## config.mk

```make
export PLATFORM = sky130hd
export DESIGN_NAME = virtual_button_qualifier
export DESIGN_NICKNAME = d
export VERILOG_FILES = /design/src/hw/rtl/vbq_pkg.sv /design/src/hw/rtl/vbq_front.sv /design/src/hw/rtl/vbq_queue.sv /design/src/hw/rtl/vbq_rem.sv /design/src/hw/rtl/vbq_back.sv /design/src/hw/rtl/virtual_button_qualifier.sv
export SDC_FILE = /design/constraint.sdc
export NUM_CORES = 2
export LEC_CHECK = 0
export BUFFER_PORTS_ARGS = -buffer_cell sky130_fd_sc_hd__buf_4
export CAP_MARGIN = 10
export CORE_ASPECT_RATIO = 1.1
export CORE_MARGIN = 2
export CORE_UTILIZATION = 50
export CTS_CLUSTER_DIAMETER = 30
export DETAILED_ROUTE_END_ITERATION = 7
export HOLD_SLACK_MARGIN = 0.05
export PLACE_DENSITY = 0.67
export SLEW_MARGIN = 20
export SYNTH_ARGS = -nofsm -noshare
export SYNTH_HDL_FRONTEND = slang
export SYNTH_SLANG_ARGS = --single-unit
```

## constraint.sdc

```tcl
create_clock -name clock -period 12.5 [get_ports clock]
set_input_delay 1.25 -clock clock [delete_from_list [all_inputs] [get_ports clock]]
set_output_delay 1.25 -clock clock [all_outputs]
set_load 0.02 [all_outputs]
```

## src/hw/rtl/vbq_pkg.sv

```systemverilog
package vbq_pkg;

   localparam int TIME_W      = 40;
   localparam int SRC_W       = 16;
   localparam int AXIS_W      = 16;
   localparam int WIN_W       = 32;
   localparam int MODE_W      = 4;
   localparam int MODE_EN_LSB = 0;
   localparam int MODE_AB_LSB = 2;
   localparam int CSR_IDX_W   = 3;
   localparam int CSR_DATA_W  = 32;
   localparam int QUEUE_DEPTH = 2;
   localparam int QPTR_W      = $clog2(QUEUE_DEPTH);
   localparam int QCNT_W      = $clog2(QUEUE_DEPTH + 1);

   typedef enum logic [CSR_IDX_W-1:0] {
      CSR_DIGITAL_ENABLE   = 3'd0,
      CSR_AXIS_THRESHOLD_A = 3'd1,
      CSR_AXIS_THRESHOLD_B = 3'd2,
      CSR_AXIS_MODE        = 3'd3,
      CSR_PRESS_WINDOW     = 3'd4,
      CSR_RELEASE_WINDOW   = 3'd5,
      CSR_REPEAT_DELAY     = 3'd6,
      CSR_REPEAT_INTERVAL  = 3'd7
   } csr_index_type;

   typedef struct packed {
      logic [SRC_W-1:0]         digital_enable;
      logic signed [AXIS_W-1:0] threshold_a;
      logic signed [AXIS_W-1:0] threshold_b;
      logic [MODE_W-1:0]        axis_mode;
   } front_cfg_type;

   typedef struct packed {
      logic [WIN_W-1:0] press_window;
      logic [WIN_W-1:0] release_window;
      logic [WIN_W-1:0] repeat_delay;
      logic [WIN_W-1:0] repeat_interval;
   } back_cfg_type;

   // classified frame as handed from front to back
   typedef struct packed {
      logic [TIME_W-1:0] now_ticks;
      logic              down;
      logic              pressed;
      logic              released;
   } event_type;

   typedef struct packed {
      logic full;
      logic valid;
   } queue_status_type;

endpackage

```

## src/hw/rtl/vbq_front.sv

```systemverilog
module vbq_front #(
   parameter int NUM_SOURCES = 16,
   parameter int NUM_AXES    = 2
) (
   input  logic                               clock,
   input  logic                               reset,
   input  vbq_pkg::front_cfg_type             cfg,
   input  logic                               take,
   input  logic [vbq_pkg::TIME_W-1:0]         now_ticks,
   input  logic [vbq_pkg::SRC_W-1:0]          source_down,
   input  logic [vbq_pkg::SRC_W-1:0]          source_pressed,
   input  logic [vbq_pkg::SRC_W-1:0]          source_released,
   input  logic signed [vbq_pkg::AXIS_W-1:0]  axis_sample_a,
   input  logic signed [vbq_pkg::AXIS_W-1:0]  axis_sample_b,
   output vbq_pkg::event_type                 entry
);
   import vbq_pkg::*;

   logic [SRC_W-1:0]         src_mask;
   logic [SRC_W-1:0]         en;
   logic signed [AXIS_W-1:0] prior_axis_ff [NUM_AXES];
   logic signed [AXIS_W-1:0] prior_axis_in [NUM_AXES];
   logic [NUM_AXES-1:0]      ax_down;
   logic [NUM_AXES-1:0]      ax_pressed;
   logic [NUM_AXES-1:0]      ax_released;

   for (genvar s = 0; s < SRC_W; s++) begin : g_mask
      assign src_mask[s] = (s < NUM_SOURCES);
   end

   assign en = cfg.digital_enable & src_mask;

   for (genvar g = 0; g < NUM_AXES; g++) begin : g_axis
      logic signed [AXIS_W-1:0] cur;
      logic signed [AXIS_W-1:0] thr;
      logic signed [AXIS_W-1:0] prev;
      logic                     on;
      logic                     above;
      logic                     d;

      assign cur   = (g == 0) ? axis_sample_a : axis_sample_b;
      assign thr   = (g == 0) ? cfg.threshold_a : cfg.threshold_b;
      assign prev  = prior_axis_ff[g];
      assign on    = cfg.axis_mode[MODE_EN_LSB + g];
      assign above = cfg.axis_mode[MODE_AB_LSB + g];

      always_comb begin
         if (above) begin
            d              = cur >= thr;
            ax_pressed[g]  = on && d && (prev < thr);
            ax_released[g] = on && !d && (prev >= thr);
         end else begin
            d              = cur <= thr;
            ax_pressed[g]  = on && d && (prev > thr);
            ax_released[g] = on && !d && (prev <= thr);
         end
         ax_down[g] = on && d;
      end

      // sample is kept every frame, enabled or not
      assign prior_axis_in[g] = take ? cur : prior_axis_ff[g];
   end

   always_ff @(posedge clock) begin
      for (int i = 0; i < NUM_AXES; i++) begin
         if (reset) begin
            prior_axis_ff[i] <= '0;
         end else begin
            prior_axis_ff[i] <= prior_axis_in[i];
         end
      end
   end

   assign entry.now_ticks = now_ticks;
   assign entry.down      = |(source_down & en) || |ax_down;
   assign entry.pressed   = |(source_pressed & en) || |ax_pressed;
   assign entry.released  = |(source_released & en) || |ax_released;

endmodule

```

## src/hw/rtl/vbq_queue.sv

```systemverilog
module vbq_queue (
   input  logic                      clock,
   input  logic                      reset,
   input  logic                      push,
   input  vbq_pkg::event_type        push_data,
   input  logic                      pop,
   output vbq_pkg::event_type        head,
   output vbq_pkg::queue_status_type status
);
   import vbq_pkg::*;

   event_type         entries_ff [QUEUE_DEPTH];
   logic [QPTR_W-1:0] wr_ptr_ff, wr_ptr_in;
   logic [QPTR_W-1:0] rd_ptr_ff, rd_ptr_in;
   logic [QCNT_W-1:0] count_ff, count_in;
   logic              do_push;
   logic              do_pop;

   assign status.full  = (count_ff == QCNT_W'(QUEUE_DEPTH));
   assign status.valid = (count_ff != '0);
   assign head         = entries_ff[rd_ptr_ff];

   assign do_push = push && !status.full;
   assign do_pop  = pop && status.valid;

   always_comb begin
      wr_ptr_in = wr_ptr_ff;
      rd_ptr_in = rd_ptr_ff;
      count_in  = count_ff;
      if (do_push) begin
         wr_ptr_in = (wr_ptr_ff == QPTR_W'(QUEUE_DEPTH - 1)) ? '0 : wr_ptr_ff + 1'b1;
      end
      if (do_pop) begin
         rd_ptr_in = (rd_ptr_ff == QPTR_W'(QUEUE_DEPTH - 1)) ? '0 : rd_ptr_ff + 1'b1;
      end
      if (do_push && !do_pop) begin
         count_in = count_ff + 1'b1;
      end else if (do_pop && !do_push) begin
         count_in = count_ff - 1'b1;
      end
   end

   always_ff @(posedge clock) begin
      if (do_push) begin
         entries_ff[wr_ptr_ff] <= push_data;
      end
      if (reset) begin
         wr_ptr_ff <= '0;
         rd_ptr_ff <= '0;
         count_ff  <= '0;
      end else begin
         wr_ptr_ff <= wr_ptr_in;
         rd_ptr_ff <= rd_ptr_in;
         count_ff  <= count_in;
      end
   end

endmodule

```

## src/hw/rtl/vbq_rem.sv

```systemverilog
module vbq_rem (
   input  logic                       clock,
   input  logic                       reset,
   input  logic                       start,
   input  logic [vbq_pkg::TIME_W-1:0] dividend,
   input  logic [vbq_pkg::WIN_W-1:0]  divisor,
   output logic                       done,
   output logic [vbq_pkg::WIN_W-1:0]  remainder
);
   import vbq_pkg::*;

   localparam int CNT_W = $clog2(TIME_W + 1);

   logic [TIME_W-1:0] dvd_ff, dvd_in;
   logic [WIN_W-1:0]  dvs_ff, dvs_in;
   logic [WIN_W-1:0]  rem_ff, rem_in;
   logic [CNT_W-1:0]  count_ff, count_in;
   logic              busy_ff, busy_in;
   logic              done_ff, done_in;
   logic [WIN_W:0]    shifted;

   // restoring remainder, one dividend bit per cycle
   assign shifted = {rem_ff, dvd_ff[TIME_W-1]};

   always_comb begin
      dvd_in   = dvd_ff;
      dvs_in   = dvs_ff;
      rem_in   = rem_ff;
      count_in = count_ff;
      busy_in  = busy_ff;
      done_in  = 1'b0;
      if (start) begin
         dvd_in   = dividend;
         dvs_in   = divisor;
         rem_in   = '0;
         count_in = CNT_W'(TIME_W);
         busy_in  = 1'b1;
      end else if (busy_ff) begin
         dvd_in   = {dvd_ff[TIME_W-2:0], 1'b0};
         rem_in   = (shifted >= {1'b0, dvs_ff}) ? WIN_W'(shifted - {1'b0, dvs_ff})
                                               : shifted[WIN_W-1:0];
         count_in = count_ff - 1'b1;
         if (count_ff == CNT_W'(1)) begin
            busy_in = 1'b0;
            done_in = 1'b1;
         end
      end
   end

   always_ff @(posedge clock) begin
      dvd_ff <= dvd_in;
      dvs_ff <= dvs_in;
      rem_ff <= rem_in;
      if (reset) begin
         count_ff <= '0;
         busy_ff  <= 1'b0;
         done_ff  <= 1'b0;
      end else begin
         count_ff <= count_in;
         busy_ff  <= busy_in;
         done_ff  <= done_in;
      end
   end

   assign done      = done_ff;
   assign remainder = rem_ff;

endmodule

```

## src/hw/rtl/vbq_back.sv

```systemverilog
module vbq_back (
   input  logic                      clock,
   input  logic                      reset,
   input  vbq_pkg::back_cfg_type     cfg,
   input  vbq_pkg::queue_status_type q_status,
   input  vbq_pkg::event_type        q_head,
   output logic                      q_pop,
   output logic                      rsp_valid,
   input  logic                      rsp_stall,
   output logic                      rsp_is_down,
   output logic                      rsp_is_pressed,
   output logic                      rsp_is_released
);
   import vbq_pkg::*;

   typedef enum logic [2:0] {
      ST_IDLE,
      ST_EVAL,
      ST_PREP,
      ST_DIV,
      ST_OUT
   } state_type;

   state_type         state_ff, state_in;
   event_type         item_ff, item_in;
   logic [TIME_W-1:0] press_time_ff, press_time_in;
   logic              press_seen_ff, press_seen_in;
   logic [TIME_W-1:0] release_time_ff, release_time_in;
   logic              release_seen_ff, release_seen_in;
   logic [TIME_W-1:0] prior_time_ff, prior_time_in;
   logic [TIME_W:0]   start_ff, start_in;
   logic              rep_try_ff, rep_try_in;
   logic              pressed_ff, pressed_in;
   logic              released_ff, released_in;
   logic [TIME_W-1:0] diff_ff, diff_in;
   logic              rsp_valid_ff, rsp_valid_in;
   logic              rsp_down_ff, rsp_down_in;
   logic              rsp_pressed_ff, rsp_pressed_in;
   logic              rsp_released_ff, rsp_released_in;

   logic              div_start;
   logic [TIME_W-1:0] div_dividend;
   logic              div_done;
   logic [WIN_W-1:0]  div_rem;

   logic              press_win;
   logic              release_win;
   logic [TIME_W:0]   now_ext;
   logic [TIME_W:0]   prior_ext;
   logic [TIME_W-1:0] now_less_start;
   logic [TIME_W-1:0] prior_less_start;
   logic [TIME_W-1:0] now_less_prior;
   logic              prior_started;

   function automatic logic [TIME_W-1:0] since_f(input logic [TIME_W-1:0] now_v,
                                                 input logic [TIME_W-1:0] then_v);
      return (now_v >= then_v) ? now_v - then_v : '0;
   endfunction

   vbq_rem u_rem (
      .clock     (clock),
      .reset     (reset),
      .start     (div_start),
      .dividend  (div_dividend),
      .divisor   (cfg.repeat_interval),
      .done      (div_done),
      .remainder (div_rem)
   );

   assign press_win   = press_seen_ff &&
                        (since_f(item_ff.now_ticks, press_time_ff) <= TIME_W'(cfg.press_window));
   assign release_win = release_seen_ff &&
                        (since_f(item_ff.now_ticks, release_time_ff) <= TIME_W'(cfg.release_window));

   assign now_ext          = {1'b0, item_ff.now_ticks};
   assign prior_ext        = {1'b0, prior_time_ff};
   assign prior_started    = prior_ext >= start_ff;
   assign now_less_start   = TIME_W'(now_ext - start_ff);
   assign prior_less_start = TIME_W'(prior_ext - start_ff);
   assign now_less_prior   = item_ff.now_ticks - prior_time_ff;

   always_comb begin
      state_in        = state_ff;
      item_in         = item_ff;
      press_time_in   = press_time_ff;
      press_seen_in   = press_seen_ff;
      release_time_in = release_time_ff;
      release_seen_in = release_seen_ff;
      prior_time_in   = prior_time_ff;
      start_in        = start_ff;
      rep_try_in      = rep_try_ff;
      pressed_in      = pressed_ff;
      released_in     = released_ff;
      diff_in         = diff_ff;
      rsp_valid_in    = rsp_valid_ff && rsp_stall;
      rsp_down_in     = rsp_down_ff;
      rsp_pressed_in  = rsp_pressed_ff;
      rsp_released_in = rsp_released_ff;
      q_pop           = 1'b0;
      div_start       = 1'b0;
      div_dividend    = prior_started ? prior_less_start : '0;

      case (state_ff)
         ST_IDLE: begin
            if (q_status.valid) begin
               q_pop    = 1'b1;
               item_in  = q_head;
               state_in = ST_EVAL;
            end
         end
         ST_EVAL: begin
            start_in    = {1'b0, press_time_ff} + (TIME_W + 1)'(cfg.repeat_delay);
            pressed_in  = item_ff.pressed || press_win;
            released_in = item_ff.released || release_win;
            rep_try_in  = !item_ff.pressed && !press_win && item_ff.down &&
                          (cfg.repeat_interval != '0);
            state_in    = ST_PREP;
         end
         ST_PREP: begin
            state_in = ST_OUT;
            // repeat fires when [prior, now] crosses a multiple of the interval
            // past start; prior before start counts from zero
            if (rep_try_ff && now_ext >= start_ff) begin
               if (!prior_started) begin
                  diff_in   = now_less_start;
                  div_start = 1'b1;
                  state_in  = ST_DIV;
               end else if (item_ff.now_ticks >= prior_time_ff) begin
                  diff_in   = now_less_prior;
                  div_start = 1'b1;
                  state_in  = ST_DIV;
               end
            end
         end
         ST_DIV: begin
            if (div_done) begin
               pressed_in = ({1'b0, diff_ff} + (TIME_W + 1)'(div_rem)) >=
                            (TIME_W + 1)'(cfg.repeat_interval);
               state_in   = ST_OUT;
            end
         end
         ST_OUT: begin
            if (!rsp_valid_ff || !rsp_stall) begin
               rsp_valid_in    = 1'b1;
               rsp_down_in     = item_ff.down;
               rsp_pressed_in  = pressed_ff;
               rsp_released_in = released_ff;
               if (item_ff.pressed) begin
                  press_time_in = item_ff.now_ticks;
                  press_seen_in = 1'b1;
               end
               if (item_ff.released) begin
                  release_time_in = item_ff.now_ticks;
                  release_seen_in = 1'b1;
               end
               prior_time_in = item_ff.now_ticks;
               state_in      = ST_IDLE;
            end
         end
         default: begin
            state_in = ST_IDLE;
         end
      endcase
   end

   always_ff @(posedge clock) begin
      item_ff         <= item_in;
      start_ff        <= start_in;
      rep_try_ff      <= rep_try_in;
      pressed_ff      <= pressed_in;
      released_ff     <= released_in;
      diff_ff         <= diff_in;
      rsp_down_ff     <= rsp_down_in;
      rsp_pressed_ff  <= rsp_pressed_in;
      rsp_released_ff <= rsp_released_in;
      if (reset) begin
         state_ff        <= ST_IDLE;
         press_time_ff   <= '0;
         press_seen_ff   <= 1'b0;
         release_time_ff <= '0;
         release_seen_ff <= 1'b0;
         prior_time_ff   <= '0;
         rsp_valid_ff    <= 1'b0;
      end else begin
         state_ff        <= state_in;
         press_time_ff   <= press_time_in;
         press_seen_ff   <= press_seen_in;
         release_time_ff <= release_time_in;
         release_seen_ff <= release_seen_in;
         prior_time_ff   <= prior_time_in;
         rsp_valid_ff    <= rsp_valid_in;
      end
   end

   assign rsp_valid       = rsp_valid_ff;
   assign rsp_is_down     = rsp_down_ff;
   assign rsp_is_pressed  = rsp_pressed_ff;
   assign rsp_is_released = rsp_released_ff;

endmodule

```

## src/hw/rtl/virtual_button_qualifier.sv

```systemverilog
// channel   handshake               payload
// req       req_valid / req_stall   now_ticks, source_down/pressed/released, axis_sample_a/b
// rsp       rsp_valid / rsp_stall   is_down, is_pressed, is_released
// csr       csr_valid / csr_ready   csr_index, csr_wdata (ready always high)
//
// Back end takes one frame at a time: IDLE (pop), EVAL, PREP, then DIV when the autorepeat
// test runs the 40-step remainder unit, then OUT loads the result register once rsp_stall allows.
// Front classifies in the accept cycle; a 2-entry queue decouples the two halves.
// Synchronous reset clears timing state, stored axis samples, config and control registers.
// req_stall rises only when the queue is full; rsp_stall holds the result register.
module virtual_button_qualifier #(
   parameter int NUM_SOURCES = 16,
   parameter int NUM_AXES    = 2
) (
   input  logic                                 clock,
   input  logic                                 reset,
   input  logic                                 req_valid,
   output logic                                 req_stall,
   input  logic [vbq_pkg::TIME_W-1:0]           req_now_ticks,
   input  logic [vbq_pkg::SRC_W-1:0]            req_source_down,
   input  logic [vbq_pkg::SRC_W-1:0]            req_source_pressed,
   input  logic [vbq_pkg::SRC_W-1:0]            req_source_released,
   input  logic signed [vbq_pkg::AXIS_W-1:0]    req_axis_sample_a,
   input  logic signed [vbq_pkg::AXIS_W-1:0]    req_axis_sample_b,
   output logic                                 rsp_valid,
   input  logic                                 rsp_stall,
   output logic                                 rsp_is_down,
   output logic                                 rsp_is_pressed,
   output logic                                 rsp_is_released,
   input  logic                                 csr_valid,
   output logic                                 csr_ready,
   input  logic [vbq_pkg::CSR_IDX_W-1:0]        csr_index,
   input  logic [vbq_pkg::CSR_DATA_W-1:0]       csr_wdata
);
   import vbq_pkg::*;

   front_cfg_type    front_cfg_ff, front_cfg_in;
   back_cfg_type     back_cfg_ff, back_cfg_in;
   event_type        front_entry;
   event_type        q_head;
   queue_status_type q_status;
   logic             q_pop;
   logic             req_take;

   assign csr_ready = 1'b1;

   always_comb begin
      front_cfg_in = front_cfg_ff;
      back_cfg_in  = back_cfg_ff;
      if (csr_valid) begin
         case (csr_index_type'(csr_index))
            CSR_DIGITAL_ENABLE:   front_cfg_in.digital_enable = csr_wdata[SRC_W-1:0];
            CSR_AXIS_THRESHOLD_A: front_cfg_in.threshold_a    = csr_wdata[AXIS_W-1:0];
            CSR_AXIS_THRESHOLD_B: front_cfg_in.threshold_b    = csr_wdata[AXIS_W-1:0];
            CSR_AXIS_MODE:        front_cfg_in.axis_mode      = csr_wdata[MODE_W-1:0];
            CSR_PRESS_WINDOW:     back_cfg_in.press_window    = csr_wdata[WIN_W-1:0];
            CSR_RELEASE_WINDOW:   back_cfg_in.release_window  = csr_wdata[WIN_W-1:0];
            CSR_REPEAT_DELAY:     back_cfg_in.repeat_delay    = csr_wdata[WIN_W-1:0];
            CSR_REPEAT_INTERVAL:  back_cfg_in.repeat_interval = csr_wdata[WIN_W-1:0];
            default: begin
            end
         endcase
      end
   end

   always_ff @(posedge clock) begin
      if (reset) begin
         front_cfg_ff <= '0;
         back_cfg_ff  <= '0;
      end else begin
         front_cfg_ff <= front_cfg_in;
         back_cfg_ff  <= back_cfg_in;
      end
   end

   assign req_stall = q_status.full;
   assign req_take  = req_valid && !q_status.full;

   vbq_front #(
      .NUM_SOURCES (NUM_SOURCES),
      .NUM_AXES    (NUM_AXES)
   ) u_front (
      .clock           (clock),
      .reset           (reset),
      .cfg             (front_cfg_ff),
      .take            (req_take),
      .now_ticks       (req_now_ticks),
      .source_down     (req_source_down),
      .source_pressed  (req_source_pressed),
      .source_released (req_source_released),
      .axis_sample_a   (req_axis_sample_a),
      .axis_sample_b   (req_axis_sample_b),
      .entry           (front_entry)
   );

   vbq_queue u_queue (
      .clock     (clock),
      .reset     (reset),
      .push      (req_take),
      .push_data (front_entry),
      .pop       (q_pop),
      .head      (q_head),
      .status    (q_status)
   );

   vbq_back u_back (
      .clock           (clock),
      .reset           (reset),
      .cfg             (back_cfg_ff),
      .q_status        (q_status),
      .q_head          (q_head),
      .q_pop           (q_pop),
      .rsp_valid       (rsp_valid),
      .rsp_stall       (rsp_stall),
      .rsp_is_down     (rsp_is_down),
      .rsp_is_pressed  (rsp_is_pressed),
      .rsp_is_released (rsp_is_released)
   );

endmodule

```

==> results_dict.tcl <==
set metrics [dict create \
    status "complete, no violations" \
    yosysSeqAreaShare_pct 37.0 \
    cp_max_fo 33 \
    ys_seq_elements 670 \
    htreeDepth 4 \
    p_seq_share_pct 23.7 \
    final_antenna_net_count 0 \
    rows 114 \
    io_buffers 164 \
    grt_max_degree 142 \
    critPathSlowestCell "a21oi_1" \
    end_kind "flop" \
    worstRegToRegCells 29 \
    max_slew.worst_pin.slew_ns 1.20 \
    drt-initial-drc-count 2544 \
    fin_nets 6002 \
    cts_buffers 146 \
    max_cap_violations 0 \
    cp_slowest_stage_delay_ns 0.63 \
    yosysWarnings 0 \
    power_frac_comb_pct 46.3 \
    dieArea_um2 90500 \
    crit_type "flop to flop" \
    finalSetupViolCount 0 \
    synth_ff_type "dfxtp_1" \
    internal_power_mw 7.76 \
    clk_pin_slew_worst_paths_ns 0.06 \
    synth_top_area_share_pct 19.6 \
    crit_arrival_ns 7.80 \
    track_usage_pct 27.2 \
    placed_area_um2 46300 \
    layout-drive-gt1-share_pct 10.2 \
    dp.final_hpwl_um 92900 \
    relSlewSlack_pct 19.5 \
    clk_latency_ns 0.74 \
    vias_per_cell 5.64 \
    ctsHoldBuffers 0 \
    timing.rr.end "u_back.released_ff$_DFFE_PP_" \
    first_pass_iters 6 \
    gp_congestion 0.946 \
    layout.cells.non_filler 6661 \
    worstHoldEndpoint "back_cfg_ff[83]$_SDFFE_PP0P_" \
    hold_path_startpoint "back_cfg_ff[83]$_SDFFE_PP0P_" \
    synth_nets 5840 \
    swShare_pct 40.3 \
    cts_resized 0 \
    finalInstanceArea_um2 51400 \
    synth_area_leaders "edfxtp_1, dfxtp_1, ha_1" \
    p_switching_mw 5.23 \
    postRouteWirelength_um 124000 \
    post-synth-top-area-cell "edfxtp_1" \
    ys_types 95 \
    cts_tree "done" \
    cts_setup_buffers 0 \
    fin_util_pct 58.7 \
    ioPinCount 166 \
    critPathMostFrequentCell "a21oi_1" \
    p_leak_nw 20.4 \
    syn2layout_area_growth_pct 16.7 \
    timing.hold.ws_ns 0.451 \
    rsz0062_at_grt "false" \
    grt_pass1_wl_um 195000 \
    hp-class "flop to flop" \
    layout_commonest_cell "nand2_1" \
    synth-edff-count 288 \
    overflow 0 \
    power.density_nw_per_um2 253 \
    syn_inst 5213 \
    hold_viol_final 0 \
    syn_area_per_cell_um2 8.45 \
    wl_per_cell_um 18.6 \
    start_kind "flop" \
    nFillCells 7952 \
    cts_sinks 670 \
    core-area_um2 87600 \
    route.detailed.drc 0 \
    clockBufferDepth 3 \
    min_path_cells 2 \
    synthArstFlopShare_pct 0 \
    via_count 37500 \
    finalCritPeriodShare_pct 58.0 \
    reg2reg_slack_ns 5.25 \
    fin_tns_setup_ns 0 \
    layout_min_cycle_time_ns 7.25 \
    r2r-start "u_back.item_ff[3]$_DFFE_PP_" \
    grt_pass1_vias 36700 \
    start_util_pct 50.3 \
    max_clock_freq_mhz 138 \
    required_ns 13.05 \
    die-width_um 287 \
    syn_area_um2 44100 \
    slew_viol_final 0 \
    dp_cells 6387 \
    antenna_found_initial 0 \
    power_frac_clock_pct 30.0 \
    finClkSkew_ns 0.0269 \
    clockRootBuffer "clkbuf_16" \
    layout_common_cells "nand2_1, a21oi_1, ha_1" \
    die_h_um 315 \
    ir_worst_vdd_mv 0.183 \
]
-- cell usage after synthesis (35+ instances only) --
cell	n
o21a_1	72
nor3_1	57
nand3_1	98
nand2b_1	65
o21bai_1	41
edfxtp_1	288
o21ai_0	212
xnor2_1	151
nor2_1	331
ha_1	459
dfxtp_1	382
a21o_1	183
a21oi_1	649
inv_1	395
nand2_1	887
nand4_1	69
nor2b_1	62
clkbuf_1	159
xor2_1	112
mux2_2	43
a31oi_1	35
o31ai_1	43
-- cells by family (layout without fill, tap and decap cells) --
kind of cell / count (synthesis) / after routing / share of synthesized area, %
compound gates: 1467 / 1467 / 20.8
xor+xnor: 263 / 263 / 5.23
fa+ha+maj: 467 / 467 / 13.4
buf+inv: 582 / 869 / 5.07
flops: 670 / 670 / 37.0
mux: 62 / 62 / 1.53
other cells: 1 / 2 / 0.00851
simple gates: 1701 / 1701 / 17.0
-- final cells by class --
| class | count | area [um^2] | area share (%) |
|---|---|---|---|
| multi-input combinational | 3961 | 25600 | 49.8 |
| sequential | 670 | 16300 | 31.7 |
| clock buffer | 173 | 3900 | 7.58 |
| inverter | 398 | 1500 | 2.91 |
| timing repair buffer | 198 | 1490 | 2.91 |
| tap | 1160 | 1450 | 2.82 |
| clock inverter | 100 | 1180 | 2.29 |
| antenna | 1 | 2.50 | 0.00487 |
-- worst max-delay path, delay by kind of cell (launching register included) --
kind / cells / cell delay [ns]
compound gates: 15 / 3.19
simple gates: 8 / 1.90
flops: 1 / 0.44
fa+ha+maj: 3 / 0.90
buf+inv: 3 / 0.56
-- worst max path at each step --
| stage | from | end | slack, ns | cells past startpoint |
|---|---|---|---|---|
| 3_5_place_dp | u_back.item_ff[3]$_DFFE_PP_ | u_back.released_ff$_DFFE_PP_ | 5.30 | 29 |
| 3_3_place_gp | u_back.item_ff[3]$_DFFE_PP_ | u_back.released_ff$_DFFE_PP_ | 5.50 | 29 |
| 4_1_cts | u_back.item_ff[3]$_DFFE_PP_ | u_back.released_ff$_DFFE_PP_ | 5.26 | 29 |
| 6_report | u_back.item_ff[3]$_DFFE_PP_ | u_back.released_ff$_DFFE_PP_ | 5.25 | 29 |
| 2_1_floorplan | u_back.state_ff[2]$_SDFFE_PP0P_ | u_queue.count_ff[1]$_SDFFE_PP0P_ | 6.43 | 6 |
| 5_1_grt | u_back.item_ff[3]$_DFFE_PP_ | u_back.released_ff$_DFFE_PP_ | 4.79 | 29 |
-- per-stage QoR --
step                      power (mW)  worst slack [ns]
after global routing            13.9              4.79
after floorplan                 7.50              6.43
after detailed placement        9.02              5.30
after global placement          8.96              5.50
after CTS                       13.0              5.26
final                           13.0              5.25
-- power groups by stage --
stage / Clock [mW] / Sequential (mW) / Combinational (mW)
after CTS: 3.95 / 3.07 / 5.96
after floorplan: 0 / 2.92 / 4.57
after global routing: 4.06 / 3.12 / 6.73
after global placement: 0 / 3.09 / 5.87
after detailed placement: 0 / 3.11 / 5.90
final: 3.90 / 3.08 / 6.02
-- per-layer routing --
layer,track usage (%),part of all wire [%],wire [um]
met5,0,0,0
met2,44.4,46,56800
met3,4.49,5.8,7130
met4,11.4,3.7,4530
met1,35.6,45,55300
-- registers in the layout, summed over array words and instances, names as in the netlist, 41 cells and up --
signal / count
u_back.item_ff: 43
u_back.start_ff: 41
front_cfg_ff: 52
u_queue.entries_ff: 86
back_cfg_ff: 128
(Power assumes the default switching activity.)
